**src/rtl/mva_pkg.sv**
```systemverilog
// Shared types, message codes and the cutoff table of the MIDI voice allocator.
package mva_pkg;

    localparam int VOICES_DEFAULT = 8;
    localparam int QUEUE_DEPTH    = 2;

    localparam logic [7:0] MSG_TYPE_MASK = 8'hF0;
    localparam logic [7:0] MSG_NOTE_ON   = 8'h90;
    localparam logic [7:0] MSG_NOTE_OFF  = 8'h80;
    localparam logic [7:0] MSG_CTRL      = 8'hB0;
    localparam logic [6:0] CTRL_CUTOFF   = 7'h02;

    localparam int CUTOFF_BASE = 200;
    localparam int CUTOFF_SPAN = 9000;
    localparam int CTRL_MAX    = 127;

    localparam logic [2:0] ACT_IGNORED  = 3'd0;
    localparam logic [2:0] ACT_START    = 3'd1;
    localparam logic [2:0] ACT_RELEASE  = 3'd2;
    localparam logic [2:0] ACT_CUTOFF   = 3'd3;
    localparam logic [2:0] ACT_NO_VOICE = 3'd4;
    localparam logic [2:0] ACT_PLAYING  = 3'd5;

    localparam logic [1:0] OP_IGNORE   = 2'd0;
    localparam logic [1:0] OP_NOTE_ON  = 2'd1;
    localparam logic [1:0] OP_NOTE_OFF = 2'd2;
    localparam logic [1:0] OP_CUTOFF   = 2'd3;

    typedef struct packed {
        logic [1:0]  op;
        logic [6:0]  note;
        logic [13:0] cutoff;
    } req_t;

    typedef logic [127:0][13:0] cutoff_lut_t;

    function automatic cutoff_lut_t build_cutoff_lut();
        cutoff_lut_t lut;
        for (int i = 0; i < 128; i++) begin
            lut[i] = 14'(CUTOFF_BASE + (i * CUTOFF_SPAN) / CTRL_MAX);
        end
        return lut;
    endfunction

    localparam cutoff_lut_t CUTOFF_LUT = build_cutoff_lut();

endpackage

```
**src/rtl/mva_front.sv**
```systemverilog
// Input side: decodes each MIDI message into a queued request.
module mva_front (
    input  logic          s_valid,
    output logic          s_ready,
    input  logic [7:0]    s_status_byte,
    input  logic [6:0]    s_note_number,
    input  logic [6:0]    s_velocity,
    input  logic          q_full,
    output logic          q_push,
    output mva_pkg::req_t q_req
);
    import mva_pkg::*;

    logic [7:0] msg_kind;

    assign msg_kind = s_status_byte & MSG_TYPE_MASK;
    assign s_ready  = !q_full;
    assign q_push   = s_valid && !q_full;

    always_comb begin
        q_req.note   = s_note_number;
        q_req.cutoff = CUTOFF_LUT[s_velocity];
        // A Note On with zero velocity is a Note Off by convention.
        if (msg_kind == MSG_NOTE_ON && s_velocity != 7'd0) begin
            q_req.op = OP_NOTE_ON;
        end else if (msg_kind == MSG_NOTE_ON || msg_kind == MSG_NOTE_OFF) begin
            q_req.op = OP_NOTE_OFF;
        end else if (msg_kind == MSG_CTRL && s_note_number == CTRL_CUTOFF) begin
            q_req.op = OP_CUTOFF;
        end else begin
            q_req.op = OP_IGNORE;
        end
    end

endmodule

```
**src/rtl/mva_fifo.sv**
```systemverilog
// Short request queue between the decoder and the voice table.
module mva_fifo #(
    parameter int WIDTH = 23,
    parameter int DEPTH = 2
) (
    input  logic             aclk,
    input  logic             aresetn,
    input  logic             push,
    input  logic [WIDTH-1:0] wr_data,
    input  logic             pop,
    output logic [WIDTH-1:0] rd_data,
    output logic             empty,
    output logic             full
);
    localparam int AW = (DEPTH > 1) ? $clog2(DEPTH) : 1;
    localparam int CW = $clog2(DEPTH + 1);

    logic [DEPTH-1:0][WIDTH-1:0] mem_reg;
    logic [AW-1:0] wr_ptr_reg, wr_ptr_next;
    logic [AW-1:0] rd_ptr_reg, rd_ptr_next;
    logic [CW-1:0] count_reg, count_next;
    logic          do_push, do_pop;

    assign empty   = (count_reg == CW'(0));
    assign full    = (count_reg == CW'(DEPTH));
    assign do_push = push && !full;
    assign do_pop  = pop && !empty;
    assign rd_data = mem_reg[rd_ptr_reg];

    always_comb begin
        wr_ptr_next = wr_ptr_reg;
        rd_ptr_next = rd_ptr_reg;
        count_next  = count_reg;
        if (do_push) begin
            wr_ptr_next = (wr_ptr_reg == AW'(DEPTH - 1)) ? AW'(0) : wr_ptr_reg + AW'(1);
        end
        if (do_pop) begin
            rd_ptr_next = (rd_ptr_reg == AW'(DEPTH - 1)) ? AW'(0) : rd_ptr_reg + AW'(1);
        end
        if (do_push && !do_pop) begin
            count_next = count_reg + CW'(1);
        end else if (do_pop && !do_push) begin
            count_next = count_reg - CW'(1);
        end
    end

    always_ff @(posedge aclk) begin
        if (!aresetn) begin
            wr_ptr_reg <= '0;
            rd_ptr_reg <= '0;
            count_reg  <= '0;
        end else begin
            wr_ptr_reg <= wr_ptr_next;
            rd_ptr_reg <= rd_ptr_next;
            count_reg  <= count_next;
        end
    end

    always_ff @(posedge aclk) begin
        if (do_push) begin
            mem_reg[wr_ptr_reg] <= wr_data;
        end
    end

endmodule

```
**src/rtl/mva_back.sv**
```systemverilog
// Voice table: carries out queued requests and holds the result register.
module mva_back #(
    parameter int VOICES = mva_pkg::VOICES_DEFAULT
) (
    input  logic          aclk,
    input  logic          aresetn,
    input  logic          q_empty,
    input  mva_pkg::req_t q_req,
    output logic          q_pop,
    output logic          m_valid,
    input  logic          m_ready,
    output logic [2:0]    m_action,
    output logic [4:0]    m_voice_index,
    output logic [6:0]    m_voice_note,
    output logic [13:0]   m_cutoff_hz
);
    import mva_pkg::*;

    logic [VOICES-1:0]      voice_busy_reg, voice_busy_next;
    logic [VOICES-1:0][6:0] voice_notes_reg, voice_notes_next;

    logic [VOICES-1:0] match_vec, free_vec, match_oh, free_oh;
    logic [4:0]        match_idx, free_idx;

    logic        m_valid_reg;
    logic [2:0]  action_reg, action_next;
    logic [4:0]  index_reg, index_next;
    logic [6:0]  note_reg, note_next;
    logic [13:0] cutoff_reg, cutoff_next;

    assign q_pop = !q_empty && (!m_valid_reg || m_ready);

    always_comb begin
        for (int i = 0; i < VOICES; i++) begin
            match_vec[i] = voice_busy_reg[i] && (voice_notes_reg[i] == q_req.note);
            free_vec[i]  = !voice_busy_reg[i];
        end
        // Isolate the lowest set bit to pick the lowest-numbered voice.
        match_oh  = match_vec & (~match_vec + VOICES'(1));
        free_oh   = free_vec & (~free_vec + VOICES'(1));
        match_idx = '0;
        free_idx  = '0;
        for (int i = 0; i < VOICES; i++) begin
            if (match_oh[i]) begin
                match_idx = match_idx | 5'(i);
            end
            if (free_oh[i]) begin
                free_idx = free_idx | 5'(i);
            end
        end
    end

    always_comb begin
        voice_busy_next  = voice_busy_reg;
        voice_notes_next = voice_notes_reg;
        action_next      = ACT_IGNORED;
        index_next       = '0;
        note_next        = '0;
        cutoff_next      = '0;
        unique case (q_req.op)
            OP_NOTE_ON: begin
                if (|match_vec) begin
                    action_next = ACT_PLAYING;
                end else if (|free_vec) begin
                    action_next     = ACT_START;
                    index_next      = free_idx;
                    note_next       = q_req.note;
                    voice_busy_next = voice_busy_reg | free_oh;
                    for (int i = 0; i < VOICES; i++) begin
                        if (free_oh[i]) begin
                            voice_notes_next[i] = q_req.note;
                        end
                    end
                end else begin
                    action_next = ACT_NO_VOICE;
                end
            end
            OP_NOTE_OFF: begin
                if (|match_vec) begin
                    action_next     = ACT_RELEASE;
                    index_next      = match_idx;
                    note_next       = q_req.note;
                    voice_busy_next = voice_busy_reg & ~match_oh;
                end
            end
            OP_CUTOFF: begin
                action_next = ACT_CUTOFF;
                cutoff_next = q_req.cutoff;
            end
            OP_IGNORE: begin
                action_next = ACT_IGNORED;
            end
            default: begin
                action_next = ACT_IGNORED;
            end
        endcase
    end

    always_ff @(posedge aclk) begin
        if (!aresetn) begin
            voice_busy_reg <= '0;
            m_valid_reg    <= 1'b0;
        end else begin
            if (q_pop) begin
                voice_busy_reg <= voice_busy_next;
                m_valid_reg    <= 1'b1;
            end else if (m_ready) begin
                m_valid_reg <= 1'b0;
            end
        end
    end

    // Notes reset to zero; a free voice's note is never read for a match.
    always_ff @(posedge aclk) begin
        if (!aresetn) begin
            voice_notes_reg <= '0;
        end else if (q_pop) begin
            voice_notes_reg <= voice_notes_next;
        end
    end

    always_ff @(posedge aclk) begin
        if (q_pop) begin
            action_reg <= action_next;
            index_reg  <= index_next;
            note_reg   <= note_next;
            cutoff_reg <= cutoff_next;
        end
    end

    assign m_valid       = m_valid_reg;
    assign m_action      = action_reg;
    assign m_voice_index = index_reg;
    assign m_voice_note  = note_reg;
    assign m_cutoff_hz   = cutoff_reg;

    a_start_claims_one: assert property (@(posedge aclk) disable iff (!aresetn)
        (q_pop && action_next == ACT_START) |=>
        ($countones(voice_busy_reg) == $countones($past(voice_busy_reg)) + 1))
        else $error("start did not claim exactly one voice");

    a_release_frees_one: assert property (@(posedge aclk) disable iff (!aresetn)
        (q_pop && action_next == ACT_RELEASE) |=>
        ($countones(voice_busy_reg) + 1 == $countones($past(voice_busy_reg))))
        else $error("release did not free exactly one voice");

    a_other_keeps_busy: assert property (@(posedge aclk) disable iff (!aresetn)
        (q_pop && action_next != ACT_START && action_next != ACT_RELEASE) |=>
        $stable(voice_busy_reg))
        else $error("busy flags changed without start or release");

    a_no_voice_when_full: assert property (@(posedge aclk) disable iff (!aresetn)
        (q_pop && action_next == ACT_NO_VOICE) |-> (&voice_busy_reg))
        else $error("no free voice reported while a voice is free");

endmodule

```
**src/rtl/midi_voice_allocator.sv**
```systemverilog
// Top level of the MIDI voice allocator: decoder, request queue and voice table.
//
// Usage:
//   The s_ channel takes one three-byte MIDI message per request (status,
//   note or controller number, velocity or controller value); the channel
//   nibble is ignored. The m_ channel returns exactly one result per
//   message: an action code, the voice index and note for starts and
//   releases, and the cutoff in hertz for control change 2.
//   m_valid rises when the voice table loads the result register from the
//   request queue, which the decoder writes at the accepting edge; a held
//   result not yet taken delays the load. Throughput is one message per cycle
//   unless the receiver stalls, set by the parallel note compare of all voices.
//   Reset frees every voice and empties the queue; no clearing pass is needed.
//   When the receiver stalls, the result register holds its request and the
//   queue keeps taking messages until its two entries fill, then s_ready
//   drops.
module midi_voice_allocator #(
    parameter int VOICES = mva_pkg::VOICES_DEFAULT
) (
    input  logic        aclk,
    input  logic        aresetn,
    input  logic        s_valid,
    output logic        s_ready,
    input  logic [7:0]  s_status_byte,
    input  logic [6:0]  s_note_number,
    input  logic [6:0]  s_velocity,
    output logic        m_valid,
    input  logic        m_ready,
    output logic [2:0]  m_action,
    output logic [4:0]  m_voice_index,
    output logic [6:0]  m_voice_note,
    output logic [13:0] m_cutoff_hz
);
    import mva_pkg::*;

    req_t push_req, pop_req;
    logic q_push, q_pop, q_empty, q_full;

    mva_front u_front (
        .s_valid       (s_valid),
        .s_ready       (s_ready),
        .s_status_byte (s_status_byte),
        .s_note_number (s_note_number),
        .s_velocity    (s_velocity),
        .q_full        (q_full),
        .q_push        (q_push),
        .q_req         (push_req)
    );

    mva_fifo #(
        .WIDTH ($bits(req_t)),
        .DEPTH (QUEUE_DEPTH)
    ) u_fifo (
        .aclk    (aclk),
        .aresetn (aresetn),
        .push    (q_push),
        .wr_data (push_req),
        .pop     (q_pop),
        .rd_data (pop_req),
        .empty   (q_empty),
        .full    (q_full)
    );

    mva_back #(
        .VOICES (VOICES)
    ) u_back (
        .aclk          (aclk),
        .aresetn       (aresetn),
        .q_empty       (q_empty),
        .q_req         (pop_req),
        .q_pop         (q_pop),
        .m_valid       (m_valid),
        .m_ready       (m_ready),
        .m_action      (m_action),
        .m_voice_index (m_voice_index),
        .m_voice_note  (m_voice_note),
        .m_cutoff_hz   (m_cutoff_hz)
    );

endmodule

```
**config.mk**
```make
export PLATFORM = sky130hd
export DESIGN_NAME = midi_voice_allocator
export DESIGN_NICKNAME = d
export VERILOG_FILES = /design/src/rtl/mva_pkg.sv /design/src/rtl/mva_front.sv /design/src/rtl/mva_fifo.sv /design/src/rtl/mva_back.sv /design/src/rtl/midi_voice_allocator.sv
export SDC_FILE = /design/constraint.sdc
export NUM_CORES = 1
export LEC_CHECK = 0
export BUFFER_PORTS_ARGS = -buffer_cell sky130_fd_sc_hd__buf_2
export CORE_MARGIN = 2
export CORE_UTILIZATION = 53
export DETAILED_ROUTE_END_ITERATION = 16
export PLACE_DENSITY = 0.71
export SETUP_SLACK_MARGIN = 0.05
export SYNTH_ARGS = -nofsm -noshare
export SYNTH_HDL_FRONTEND = slang
export SYNTH_SLANG_ARGS = --single-unit
```
**constraint.sdc**
```tcl
create_clock -name aclk -period 3.69 [get_ports aclk]
set_clock_uncertainty 0.1 [all_clocks]
set_input_delay 0.1845 -clock aclk [delete_from_list [all_inputs] [get_ports aclk]]
set_output_delay 0.1845 -clock aclk [all_outputs]
set_load 0.1 [all_outputs]
```
==> impl_results.md, run 1 <==
- Number of sinks on the clock net: 142
- # port buffers: 50
- Hold-fix buffers, CTS: 9
- Flip-flop and latch area: 0.003575 mm2
- Placed cell area: 0.009240 mm2
- Number of warning messages in the yosys log: 0
- Transition time of the tightest slew-check pin: 1090 ps
- Antenna diode count: 0
- EDFF count, synth: 73
- Worst-Skew Late Latency: 420 ps
- Classification of the worst setup path: flop to flop
- Via count of the first global-routing pass: 6,229
- Worst-case vdd ir drop: 0.7603 mV
- Number of H-tree branching levels: 4
- Number of flip-flops under the largest register name: 56
- Iteration-0 DRC count of the detailed router: 685
- # setup viols final: 0
- Ranking of synthesized cells by area: sky130_fd_sc_hd__edfxtp_1, sky130_fd_sc_hd__dfxtp_1, sky130_fd_sc_hd__nor2_1
- Global-route wire length before repair: 32,890 um
- Root buffer cell: sky130_fd_sc_hd__clkbuf_16
- Met3 Wirelength: 967 um
- DPL Wire Length: 13,230 um
- Floorplan die width: 132.7 um
- PD cells: 668.6 mW/mm2
- Capturing element type of the critical path: flop
- Number of instances resized during post-cts repair: 0
- Area growth from synthesis to layout: 13.10%
- Max_cap viols: 0
- Die footprint: 0.01761 mm2
- Min-delay worst type: primary input to flop
- Final Net Count: 1,006
- TritonCTS buffer count: 17
- Critical path peak fanout: 17
- Critical path required time: 3920 ps
- Initial cell density of the core: 53.50%
- Multi-input logic area: 0.004727 mm2
- Total power draw: 0.006638 W
- Die Y-Extent: 132.7 um
- Leakage component of the power: 3.383 nW
- Number of distinct library cells after synthesis: 71
- Highest achievable clock rate: 0.2960 GHz
- Post-synth top flop: sky130_fd_sc_hd__edfxtp_1
- Std-Cell Core Area: 0.01641 mm2
- Delay of the slowest cell on the worst path: 840 ps
- Flip-flop and latch count after synthesis: 142
- Relative max-transition margin: 27.34%
- Count of unresolved DRC violations after routing: 0
- Synthesized netlist cell count: 927
- CP Launch Type: flop
- Fin crit share: 91.55%
- Overall via count from detail_route: 6,999
- Total negative setup slack: 0 ps
- TritonCTS clock tree: done
- Yosys top cell area share: 24.97%
- Share of post-route cells with drive strength above 1: 19.16%
- Overall global routing resource usage: 23.03%
- Post-synthesis sequential area ratio: 40.71%
- Total number of placement rows: 47
- Final period demand of the worst path: 3378 ps
- List of cells traversed by the critical path: mux2i_4 -> buf_12 -> xnor2_1 -> nor4_1 -> nand4_1 -> nand4_4 -> nor4_4 -> nor2_1 -> a211oi_2
- Residual overflow from global routing: 0
- Average via count per standard cell: 5.852
- Post-CTS repair timing setup buffer count: 0
- Routed WL per cell: 16.82 um
- Final non-filler cell area: 0.009928 mm2
- Maximum number of pins on one net before global-route repair: 51
- Wire length on met1: 9242 um
- Number of max-slew violations in the final report: 0
- Arrival time of data at the critical path endpoint: 3610 ps
- Max stage delay cell, worst path: sky130_fd_sc_hd__nor4_4
- Number of top-level design ports: 57
- Initial antenna violation count: 0
- Antenna viol nets, final: 0
- Highest routed layer: met4
- First-pass iteration count of the detailed router: 5
- Setup repair after global routing missed its margin: no
- Biggest area consumer among synthesized cells: sky130_fd_sc_hd__edfxtp_1
- Hold Vio Cnt, Final: 0
- Clk slew on worst S/H paths: 60 ps
- Routed wl met2: 9681 um
- Final weighted congestion in routability-driven placement: 0.9246
- Netlist area before placement: 0.008778 mm2
- Mean instance size in the synthesized netlist: 9.470 um2
- Fraction of registers with async set/reset: 0%
- Final core utilization: 60.51%
- Result of the run: finished clean
- Buffer levels on the longest clock path: 2
- Fill cell instance count of the final layout: 1,361
- Routed wire length: 20,110 um
[per-layer routing]
metal / track usage [%] / up-vias
met5: 0 / -
met3: 4.138 / 27
li1: - / 3470
met2: 37.45 / 209
met1: 31.87 / 3293
met4: 6.033 / 0
[worst max-delay path: cells and delay by family (launching register included)]
kind | cells | cell delay, ps
and+or+nand+nor | 5 | 1570
DFF | 1 | 700
muxes | 1 | 360
buffers and inverters | 1 | 210
AOI/OAI and AO/OA | 1 | 210
xor gates and xnor gates | 1 | 130
[kinds of logic (layout without fill, tap and decap cells)]
| family | after synthesis | after routing | share of synthesized area [%] |
|---|---|---|---|
| AOI/OAI and AO/OA | 262 | 262 | 20.91 |
| buffers and inverters | 97 | 145 | 5.573 |
| DFF | 142 | 142 | 40.71 |
| and+or+nand+nor | 309 | 309 | 18.09 |
| adders and majority gates | 19 | 19 | 2.651 |
| muxes | 36 | 36 | 5.858 |
| other | 1 | 2 | 0.04272 |
| xor gates and xnor gates | 61 | 61 | 6.172 |
[synthesized netlist by cell type, drive strengths merged, types with 3 or more instances]
| cell type | number |
|---|---|
| nor4 | 16 |
| and3 | 3 |
| nand2 | 58 |
| inv | 17 |
| nor2b | 9 |
| nor4b | 5 |
| mux4 | 5 |
| nor3 | 12 |
| or3 | 6 |
| nor2 | 142 |
| edfxtp | 73 |
| a311oi | 5 |
| mux2 | 3 |
| clkbuf | 46 |
| o211ai | 7 |
| o21ai | 66 |
| a21boi | 3 |
| dfxtp | 69 |
| and2 | 4 |
| nand4 | 15 |
| ha | 17 |
| a21o | 8 |
| nand3b | 7 |
| xnor2 | 50 |
| nand3 | 16 |
| a22oi | 3 |
| o311ai | 6 |
| o31ai | 3 |
| a31oi | 11 |
| a211o | 3 |
| o22ai | 7 |
| mux2i | 28 |
| a21oi | 57 |
| buf | 33 |
| nand2b | 10 |
| a211oi | 69 |
| xor2 | 11 |
[cells in the final DEF, fill, tap and decap left out, types with 8 or more instances in the layout]
cell type and instances:
sky130_fd_sc_hd__xor2_1 11, sky130_fd_sc_hd__nand3_1 15, sky130_fd_sc_hd__xnor2_1 49, sky130_fd_sc_hd__a21o_1 8, sky130_fd_sc_hd__buf_2 50, sky130_fd_sc_hd__ha_1 17, sky130_fd_sc_hd__nor3_1 12, sky130_fd_sc_hd__a211oi_1 39
sky130_fd_sc_hd__a31oi_1 11, sky130_fd_sc_hd__a21oi_1 56, sky130_fd_sc_hd__mux2i_1 21, sky130_fd_sc_hd__clkbuf_16 17, sky130_fd_sc_hd__nor4_1 8, sky130_fd_sc_hd__buf_4 30, sky130_fd_sc_hd__nand2b_1 10, sky130_fd_sc_hd__edfxtp_1 73
sky130_fd_sc_hd__nand4_1 10, sky130_fd_sc_hd__o21ai_0 65, sky130_fd_sc_hd__nor2_1 141, sky130_fd_sc_hd__nor2b_1 9, sky130_fd_sc_hd__inv_1 16, sky130_fd_sc_hd__dfxtp_1 68, sky130_fd_sc_hd__nand2_1 58, sky130_fd_sc_hd__dlygate4sd3_1 9
sky130_fd_sc_hd__a211oi_2 30
[power breakdown]
group / internal [W] / switching [W]
sequential: 0.00202 / 0.000149
clock: 0.00101 / 0.000693
combinational: 0.000709 / 0.00206
[path summary, 6_finish.rpt]
path | start | to | slack [ps] | depth (start not counted)
worst max register to register | u_fifo.rd_ptr_reg | u_back.voice_notes_reg[5] | 310 | 9
worst min register to register | u_back.voice_notes_reg[35] | u_back.voice_notes_reg[35] | 410 | 2
worst max-delay path | u_fifo.rd_ptr_reg | u_back.voice_notes_reg[5] | 310 | 9
worst min-delay path | s_valid | u_fifo.wr_ptr_reg | 70 | 4
[per-stage QoR]
step,worst slack [ps],cells,hold slack [ps]
floorplan,244.5,928,183.4
global placement,398.3,1155,297.4
detailed placement,321.0,1155,308.8
CTS,308.4,1196,56.59
global route,57.80,1196,95.77
finish,311.7,1196,74.40
[cell type report]
class / count / share of cell area (%)
Multi-Input combinational cell: 689 / 47.61
Sequential cell: 142 / 36.01
Timing Repair Buffer: 95 / 6.906
Clock buffer: 17 / 4.285
Tap cell: 220 / 2.773
Clock inverter: 15 / 1.739
Inverter: 18 / 0.6805
(Power assumes the default switching activity.)
==> run 2: changes to the inputs <==
--- a/config.mk
+++ b/config.mk
@@ -6,10 +6,13 @@
 export NUM_CORES = 1
 export LEC_CHECK = 0
 export BUFFER_PORTS_ARGS = -buffer_cell sky130_fd_sc_hd__buf_2
+export CELL_PAD_IN_SITES_DETAIL_PLACEMENT = 1
+export CELL_PAD_IN_SITES_GLOBAL_PLACEMENT = 2
 export CORE_MARGIN = 2
-export CORE_UTILIZATION = 53
+export CORE_UTILIZATION = 39
 export DETAILED_ROUTE_END_ITERATION = 16
-export PLACE_DENSITY = 0.71
+export HOLD_SLACK_MARGIN = 0.03
+export PLACE_DENSITY_LB_ADDON = 0.1
 export SETUP_SLACK_MARGIN = 0.05
 export SYNTH_ARGS = -nofsm -noshare
 export SYNTH_HDL_FRONTEND = slang
==> run 2 against run 1 <==
  * Design area rose by 1.8%
  * Sequential power barely moved
  * Highest routed layer unchanged
  * Via count rose by 4.0%
  * Wire length rose by 26%
  * Largest power group unchanged
  * Clock-buffer cell count rose by 5
  * Sequential share of layout area fell by 0.65 points
  * Worst hold slack got worse by 32 ps
  * Sequential cell count did not move
  * Critical path depth did not move
  * Critical endpoint is now u_back.voice_notes_reg[19]
  * Clock power rose by 4%
  * Total power rose by 2.1%
==> impl_results.md, run 2 (synthesis results as in run 1) <==
- Final weighted congestion in routability-driven placement: 0.8501 (was 0.9246)
- First-pass iteration count of the detailed router: 7 (was 5)
- # port buffers: 50 (unchanged)
- Maximum number of pins on one net before global-route repair: 93 (was 51)
- Worst setup slack before clock tree synthesis: 149.1 ps (was 321.0 ps)
- Number of top-level design ports: 57 (unchanged)
- Count of unresolved DRC violations after routing: 0 (unchanged)
- Layer with the highest usage: met2 (unchanged)
- Number of flip-flops under the largest register name: 56 (unchanged)
- Antenna diode count: 0 (unchanged)
- PD cells: 670.5 mW/mm2 (was 668.6 mW/mm2)
- Max_cap viols: 0 (unchanged)
- Antenna viol nets, final: 0 (unchanged)
- Area growth from synthesis to layout: 15.17% (was 13.10%)
- Overall global routing resource usage: 21.60% (was 23.03%)
- Via count of the first global-routing pass: 7,464 (was 6,229)
- Routed wire length: 25,250 um (was 20,110 um)
- Post-layout worst setup margin: 149.3 ps (was 311.7 ps)
- Number of instances resized during post-cts repair: 0 (unchanged)
- Most common cell after layout, fill and taps aside: sky130_fd_sc_hd__nor2_1 (unchanged)
- Global routing met1 resource utilization: 29.23% (was 31.87%)
- Fill cell instance count of the final layout: 2,491 (was 1,361)
- Arrival time of data at the critical path endpoint: 3770 ps (was 3610 ps)
- Hold Vio Cnt, Final: 0 (unchanged)
- Met3 usage in global routing: 4.904% (was 4.138%)
- Average via count per standard cell: 5.761 (was 5.852)
- Share of post-route cells with drive strength above 1: 19.82% (was 19.16%)
- Met2 global-route usage: 35.00% (was 37.45%)
- Setup repair after global routing missed its margin: yes (was no)
- Root buffer cell: sky130_fd_sc_hd__clkbuf_16 (unchanged)
- DPL Wire Length: 17,370 um (was 13,230 um)
- Die footprint: 0.02373 mm2 (was 0.01761 mm2)
- Std-Cell Core Area: 0.02196 mm2 (was 0.01641 mm2)
- Classification of the worst setup path: flop to flop (unchanged)
- Number of max-slew violations in the final report: 0 (unchanged)
- Highest achievable clock rate: 0.2824 GHz (was 0.2960 GHz)
- Number of sinks on the clock net: 142 (unchanged)
- Iteration-0 DRC count of the detailed router: 504 (was 685)
- Most frequent cells in the layout: sky130_fd_sc_hd__nor2_1, sky130_fd_sc_hd__edfxtp_1, sky130_fd_sc_hd__dfxtp_1 (unchanged)
- Buffer levels on the longest clock path: 2 (unchanged)
- Worst-case vdd ir drop: 0.4118 mV (was 0.7603 mV)
- Final non-filler cell area: 0.01011 mm2 (was 0.009928 mm2)
- # setup viols final: 0 (unchanged)
- Critical path peak fanout: 15 (was 17)
- Routed WL per cell: 19.97 um (was 16.82 um)
- CP Launch Type: flop (unchanged)
- Capturing element type of the critical path: flop (unchanged)
- Fin crit share: 95.95% (was 91.55%)
- Placed cell area: 0.009330 mm2 (was 0.009240 mm2)
- Die Y-Extent: 154.0 um (was 132.7 um)
- Floorplan die width: 154.0 um (was 132.7 um)
- Final period demand of the worst path: 3541 ps (was 3378 ps)
- Initial cell density of the core: 39.98% (was 53.50%)
- Number of H-tree branching levels: 4 (unchanged)
- Leakage component of the power: 3.450 nW (was 3.383 nW)
- Relative max-transition margin: 22.19% (was 27.34%)
- Critical path required time: 3920 ps (about the same)
- Residual overflow from global routing: 0 (unchanged)
- TritonCTS clock tree: done (unchanged)
- Result of the run: finished clean (unchanged)
- Clk slew on worst S/H paths: 70 ps (was 60 ps)
- Total number of placement rows: 54 (was 47)
- Total negative setup slack: 0 ps (unchanged)
- Global-route wire length before repair: 40,770 um (was 32,890 um)
- Final Net Count: 1,014 (was 1,006)
- TritonCTS buffer count: 17 (unchanged)
- Initial antenna violation count: 0 (unchanged)
- Min-delay worst type: primary input to flop (unchanged)
- Overall via count from detail_route: 7,282 (was 6,999)
- Worst-Skew Late Latency: 430 ps (was 420 ps)
- Transition time of the tightest slew-check pin: 1167 ps (was 1090 ps)
==> run 2: cell count changes in the layout (fill, tap and decap cells not counted) <==
cell                            before  now
sky130_fd_sc_hd__buf_4              30   36
sky130_fd_sc_hd__dlygate4sd3_1       9    8
sky130_fd_sc_hd__clkbuf_16          17   18
sky130_fd_sc_hd__clkbuf_2            0    1
sky130_fd_sc_hd__clkbuf_8            0    2
sky130_fd_sc_hd__inv_8               1    0
sky130_fd_sc_hd__inv_4               0    3
sky130_fd_sc_hd__inv_6               6    2
sky130_fd_sc_hd__clkbuf_1            0    1
sky130_fd_sc_hd__buf_12              6    9
sky130_fd_sc_hd__clkinvlp_4          3    0
==> run 2: metrics by stage <==
step	total power, W	instances	hold slack [ps]	util (%)
after floorplan	0.004418	928	183.4	-
after global placement	0.004986	1217	295.6	42.49
after detailed placement	0.005047	1217	302.3	42.49
after CTS	0.006834	1257	43.75	45.63
after global routing	0.007099	1264	107.1	46.04
final	0.006779	1264	42.61	46.04
==> run 2: metal layers <==
metal,vias up,wire (um)
met5,-,0
met4,0,299
met2,169,11780
met3,23,1237
met1,3606,11930
li1,3484,-
==> run 2: final timing paths <==
kind | start | end | slack, ps | cells after the start
setup / recovery | u_fifo.rd_ptr_reg | u_back.voice_notes_reg[19] | 150 | 9
hold / removal | m_ready | u_back.m_valid | 40 | 4
setup reg to reg | u_fifo.rd_ptr_reg | u_back.voice_notes_reg[19] | 150 | 9
hold reg to reg | u_back.voice_notes_reg[30] | u_back.voice_notes_reg[30] | 410 | 2
==> run 2: what timing repair did <==
item / CTS / global route
hold endpoints to repair: 18 / 0
buffers inserted: 0 / 7
endpoints found under the setup margin: 0 / 35
hold buffers: 8 / 0
==> run 2: layout make-up <==
class / instances / area (um2) / area share (%)
well taps: 280 / 350.3 / 3.465
clock inverters: 10 / 122.6 / 1.213
flip-flops and latches: 142 / 3575 / 35.36
repair buffers: 103 / 780.7 / 7.723
inverters: 18 / 67.56 / 0.6683
multi-input cells: 689 / 4727 / 46.76
clock buffers: 22 / 486.7 / 4.814
==> run 2: critical path, cell delays in order, from the launching register on <==
cell                       delay (ps)
sky130_fd_sc_hd__dfxtp_2          330
sky130_fd_sc_hd__buf_4            190
sky130_fd_sc_hd__mux2i_4          480
sky130_fd_sc_hd__xnor2_1          190
sky130_fd_sc_hd__nor4_1            90
sky130_fd_sc_hd__nand4_1          240
sky130_fd_sc_hd__nand4_4          350
sky130_fd_sc_hd__nor4b_2         1070
sky130_fd_sc_hd__nor2_1           110
sky130_fd_sc_hd__a211oi_1         270
==> run 2: power breakdown <==
group | total (W) | switching (W) | internal [W]
logic | 0.00286 | 0.00213 | 0.000737
registers | 0.00214 | 0.000126 | 0.00202
clock network | 0.00177 | 0.000689 | 0.00108
total | 0.00678 | 0.00294 | 0.00384
==> run 3: changes to the inputs <==
--- a/config.mk
+++ b/config.mk
@@ -6,13 +6,11 @@
 export NUM_CORES = 1
 export LEC_CHECK = 0
 export BUFFER_PORTS_ARGS = -buffer_cell sky130_fd_sc_hd__buf_2
-export CELL_PAD_IN_SITES_DETAIL_PLACEMENT = 1
-export CELL_PAD_IN_SITES_GLOBAL_PLACEMENT = 2
-export CORE_MARGIN = 2
-export CORE_UTILIZATION = 39
+export CORE_MARGIN = 1
+export CORE_UTILIZATION = 53
 export DETAILED_ROUTE_END_ITERATION = 16
 export HOLD_SLACK_MARGIN = 0.03
-export PLACE_DENSITY_LB_ADDON = 0.1
+export PLACE_DENSITY = 0.71
 export SETUP_SLACK_MARGIN = 0.05
 export SYNTH_ARGS = -nofsm -noshare
 export SYNTH_HDL_FRONTEND = slang
==> run 3 against run 2 <==
  * Cell count fell by 5.7%
  * Via count fell by 1.9%
  * Sequential power barely moved
  * Critical path depth rose by 2
  * Wire length fell by 19%
  * Setup slack improved by 190 ps
  * Non-clock buffer count fell by 8
  * Utilization rose by 16 points
  * Design area fell by 2.3%
  * Combinational power fell by 2%
  * Critical endpoint is now u_back.voice_notes_reg[55]
==> impl_results.md, run 3 (synthesis results as in run 1) <==
- # port buffers: 50 (unchanged)
- Die footprint: 0.01708 mm2 (was 0.02373 mm2)
- Max_cap viols: 0 (unchanged)
- Final weighted congestion in routability-driven placement: 0.9490 (was 0.8501)
- Floorplan die width: 130.7 um (was 154.0 um)
- Std-Cell Core Area: 0.01600 mm2 (was 0.02196 mm2)
- Cell Count, Final, Fillers Out: 1,192 (was 1,264)
- Delay of the slowest cell on the worst path: 660 ps (was 1070 ps)
- Post-layout worst setup margin: 340.0 ps (was 149.3 ps)
- TritonCTS buffer count: 17 (unchanged)
- Min-delay src: s_valid (was m_ready)
- Most frequent cells in the layout: sky130_fd_sc_hd__nor2_1, sky130_fd_sc_hd__edfxtp_1, sky130_fd_sc_hd__dfxtp_1 (unchanged)
- Max stage delay cell, worst path: sky130_fd_sc_hd__dfxtp_2 (was sky130_fd_sc_hd__nor4b_2)
- Count of cells along the worst register-to-register path: 11 (was 9)
- Worst setup slack before clock tree synthesis: 184.8 ps (was 149.1 ps)
- PD cells: 655.9 mW/mm2 (was 670.5 mW/mm2)
- Iteration-0 DRC count of the detailed router: 810 (was 504)
- Average via count per standard cell: 5.992 (was 5.761)
- Routed wire length: 20,400 um (was 25,250 um)
- Antenna diode count: 0 (unchanged)
- Most common cell after layout, fill and taps aside: sky130_fd_sc_hd__nor2_1 (unchanged)
- Clk slew on worst S/H paths: 50 ps (was 70 ps)
- Number of H-tree branching levels: 4 (unchanged)
- Min-delay worst type: primary input to flop (unchanged)
- Critical path peak fanout: 17 (was 15)
- Result of the run: finished clean (unchanged)
- Final period demand of the worst path: 3350 ps (was 3541 ps)
- RR Endpoint: u_back.voice_notes_reg[55] (was u_back.voice_notes_reg[19])
- Maximum number of pins on one net before global-route repair: 60 (was 93)
- Number of sinks on the clock net: 142 (unchanged)
- # setup viols final: 0 (unchanged)
- Hold Vio Cnt, Final: 0 (unchanged)
- Buffer levels on the longest clock path: 2 (unchanged)
- Count of unresolved DRC violations after routing: 0 (unchanged)
- Reg-to-reg critical path startpoint: u_fifo.rd_ptr_reg (unchanged)
- Overall global routing resource usage: 24.83% (was 21.60%)
- CP startpoint: u_fifo.rd_ptr_reg (unchanged)
- List of cells traversed by the critical path: mux2i_4 -> buf_12 -> xnor2_1 -> nor4_1 -> nand4_1 -> nand4_2 -> buf_4 -> nor4_4 -> buf_4 -> nor2_1 -> a211oi_2 (was buf_4 -> mux2i_4 -> xnor2_1 -> nor4_1 -> nand4_1 -> nand4_4 -> nor4b_2 -> nor2_1 -> a211oi_1)
- CP Launch Type: flop (unchanged)
- TritonCTS clock tree: done (unchanged)
- Worst-case vdd ir drop: 0.6810 mV (was 0.4118 mV)
- Leakage component of the power: 3.376 nW (was 3.450 nW)
- Global-route wire length before repair: 32,770 um (was 40,770 um)
- Hold path cells: 4 (unchanged)
- Number of flip-flops under the largest register name: 56 (unchanged)
- Worst reg-to-reg setup slack: 340 ps (was 150 ps)
- Routed WL per cell: 17.11 um (was 19.97 um)
- Total number of placement rows: 46 (was 54)
- Via count of the first global-routing pass: 6,304 (was 7,464)
- Initial cell density of the core: 54.86% (was 39.98%)
- Highest achievable clock rate: 0.2985 GHz (was 0.2824 GHz)
- Final Net Count: 1,006 (was 1,014)
- Capturing element type of the critical path: flop (unchanged)
- Worst-Skew Late Latency: 410 ps (was 430 ps)
- Worst Path Buf+Inv: 3 (was 1)
- Antenna viol nets, final: 0 (unchanged)
- Die Y-Extent: 130.7 um (was 154.0 um)
- Initial antenna violation count: 0 (unchanged)
- Cell Count Post-Placement: 1,147 (was 1,217)
- Number of top-level design ports: 57 (unchanged)
- Classification of the worst setup path: flop to flop (unchanged)
- DPL Wire Length: 13,240 um (was 17,370 um)
- First-pass iteration count of the detailed router: 5 (was 7)
- Final core utilization: 61.72% (was 46.04%)
- Cell type with the highest occurrence count on the critical path: sky130_fd_sc_hd__buf_4
- Share of post-route cells with drive strength above 1: 18.85% (was 19.82%)
- Critical path required time: 3920 ps (about the same)
- Arrival time of data at the critical path endpoint: 3580 ps (was 3770 ps)
- Category of cells accounting for the largest share of critical-path delay: simple AND/OR/NAND/NOR gates (unchanged)
- Number of instances resized during post-cts repair: 0 (unchanged)
- Residual overflow from global routing: 0 (unchanged)
- Number of max-slew violations in the final report: 0 (unchanged)
- Fin crit share: 90.79% (was 95.95%)
- Root buffer cell: sky130_fd_sc_hd__clkbuf_16 (unchanged)
- Worst Hold Endpoint: u_fifo.wr_ptr_reg (was u_back.m_valid)
- Overall via count from detail_route: 7,143 (was 7,282)
- Total negative setup slack: 0 ps (unchanged)
- Area growth from synthesis to layout: 12.50% (was 15.17%)
- Transition time of the tightest slew-check pin: 1107 ps (was 1167 ps)
- Relative max-transition margin: 26.18% (was 22.19%)
- Setup repair after global routing missed its margin: no (was yes)
## run 3: cell types whose count changed in the layout (fill, tap and decap cells not counted), sizes merged
cell	delta
dlygate4sd3	+1
buf	-9
bufinv	-2
inv	-3
clkinvlp	+1
clkinv	+4
## run 3: worst register-to-register path, delay by kind of cell (launching register included)
kind | cells | cell delay, ps
AOI/OAI and AO/OA | 1 | 200
DFF | 1 | 660
muxes | 1 | 360
xor gates and xnor gates | 1 | 140
and+or+nand+nor | 5 | 1030
buffers and inverters | 3 | 800
## run 3: timing repair
action	4_1_cts	5_1_grt
hold endpoints to repair	19	0
hold buffers	9	0
setup endpoints to repair	0	7
setup buffers	0	4
## run 3: per-stage QoR
stage | hold WS (ps) | power [W] | instance area (um2)
global placement | 295.6 | 0.004917 | 9218
finish | 128.9 | 0.006478 | 9876
CTS | 108.1 | 0.006496 | 9846
detailed placement | 297.3 | 0.004956 | 9218
floorplan | 183.4 | 0.004418 | 8787
global route | 150.9 | 0.006764 | 9876
## run 3: how the worst max path moves through the flow
stage               cells past startpoint                          to  slack, ps
detailed placement                      9   u_back.voice_notes_reg[2]        180
CTS                                     9   u_back.voice_notes_reg[2]        150
global route                           11  u_back.voice_notes_reg[55]        100
finish                                 11  u_back.voice_notes_reg[55]        340
global placement                        9   u_back.voice_notes_reg[2]        280
floorplan                               8  u_back.voice_notes_reg[20]        240
## run 3: routing by layer
layer / GRT usage [%] / up-vias / wire length, um
li1: - / 3466 / -
met1: 35.10 / 3348 / 9200
met2: 39.09 / 304 / 9434
met3: 4.397 / 25 / 1512
met4: 6.829 / 0 / 251
met5: 0 / - / 0
## run 3: power by group
group          switching (W)  internal [W]  leakage [nW]  total [W]
logic                0.00207      0.000722          1.85    0.00279
clock network       0.000614      0.000912         0.269    0.00153
registers           0.000147       0.00202          1.26    0.00216
## run 3: cell type report
type / count / area [um2]
tap: 216 / 270.3
timing repair buffer: 95 / 698.2
clock buffer: 22 / 475.5
inverter: 18 / 67.56
sequential: 142 / 3575
multi-input combinational: 689 / 4727
fill: 1314 / 6125
clock inverter: 10 / 62.56
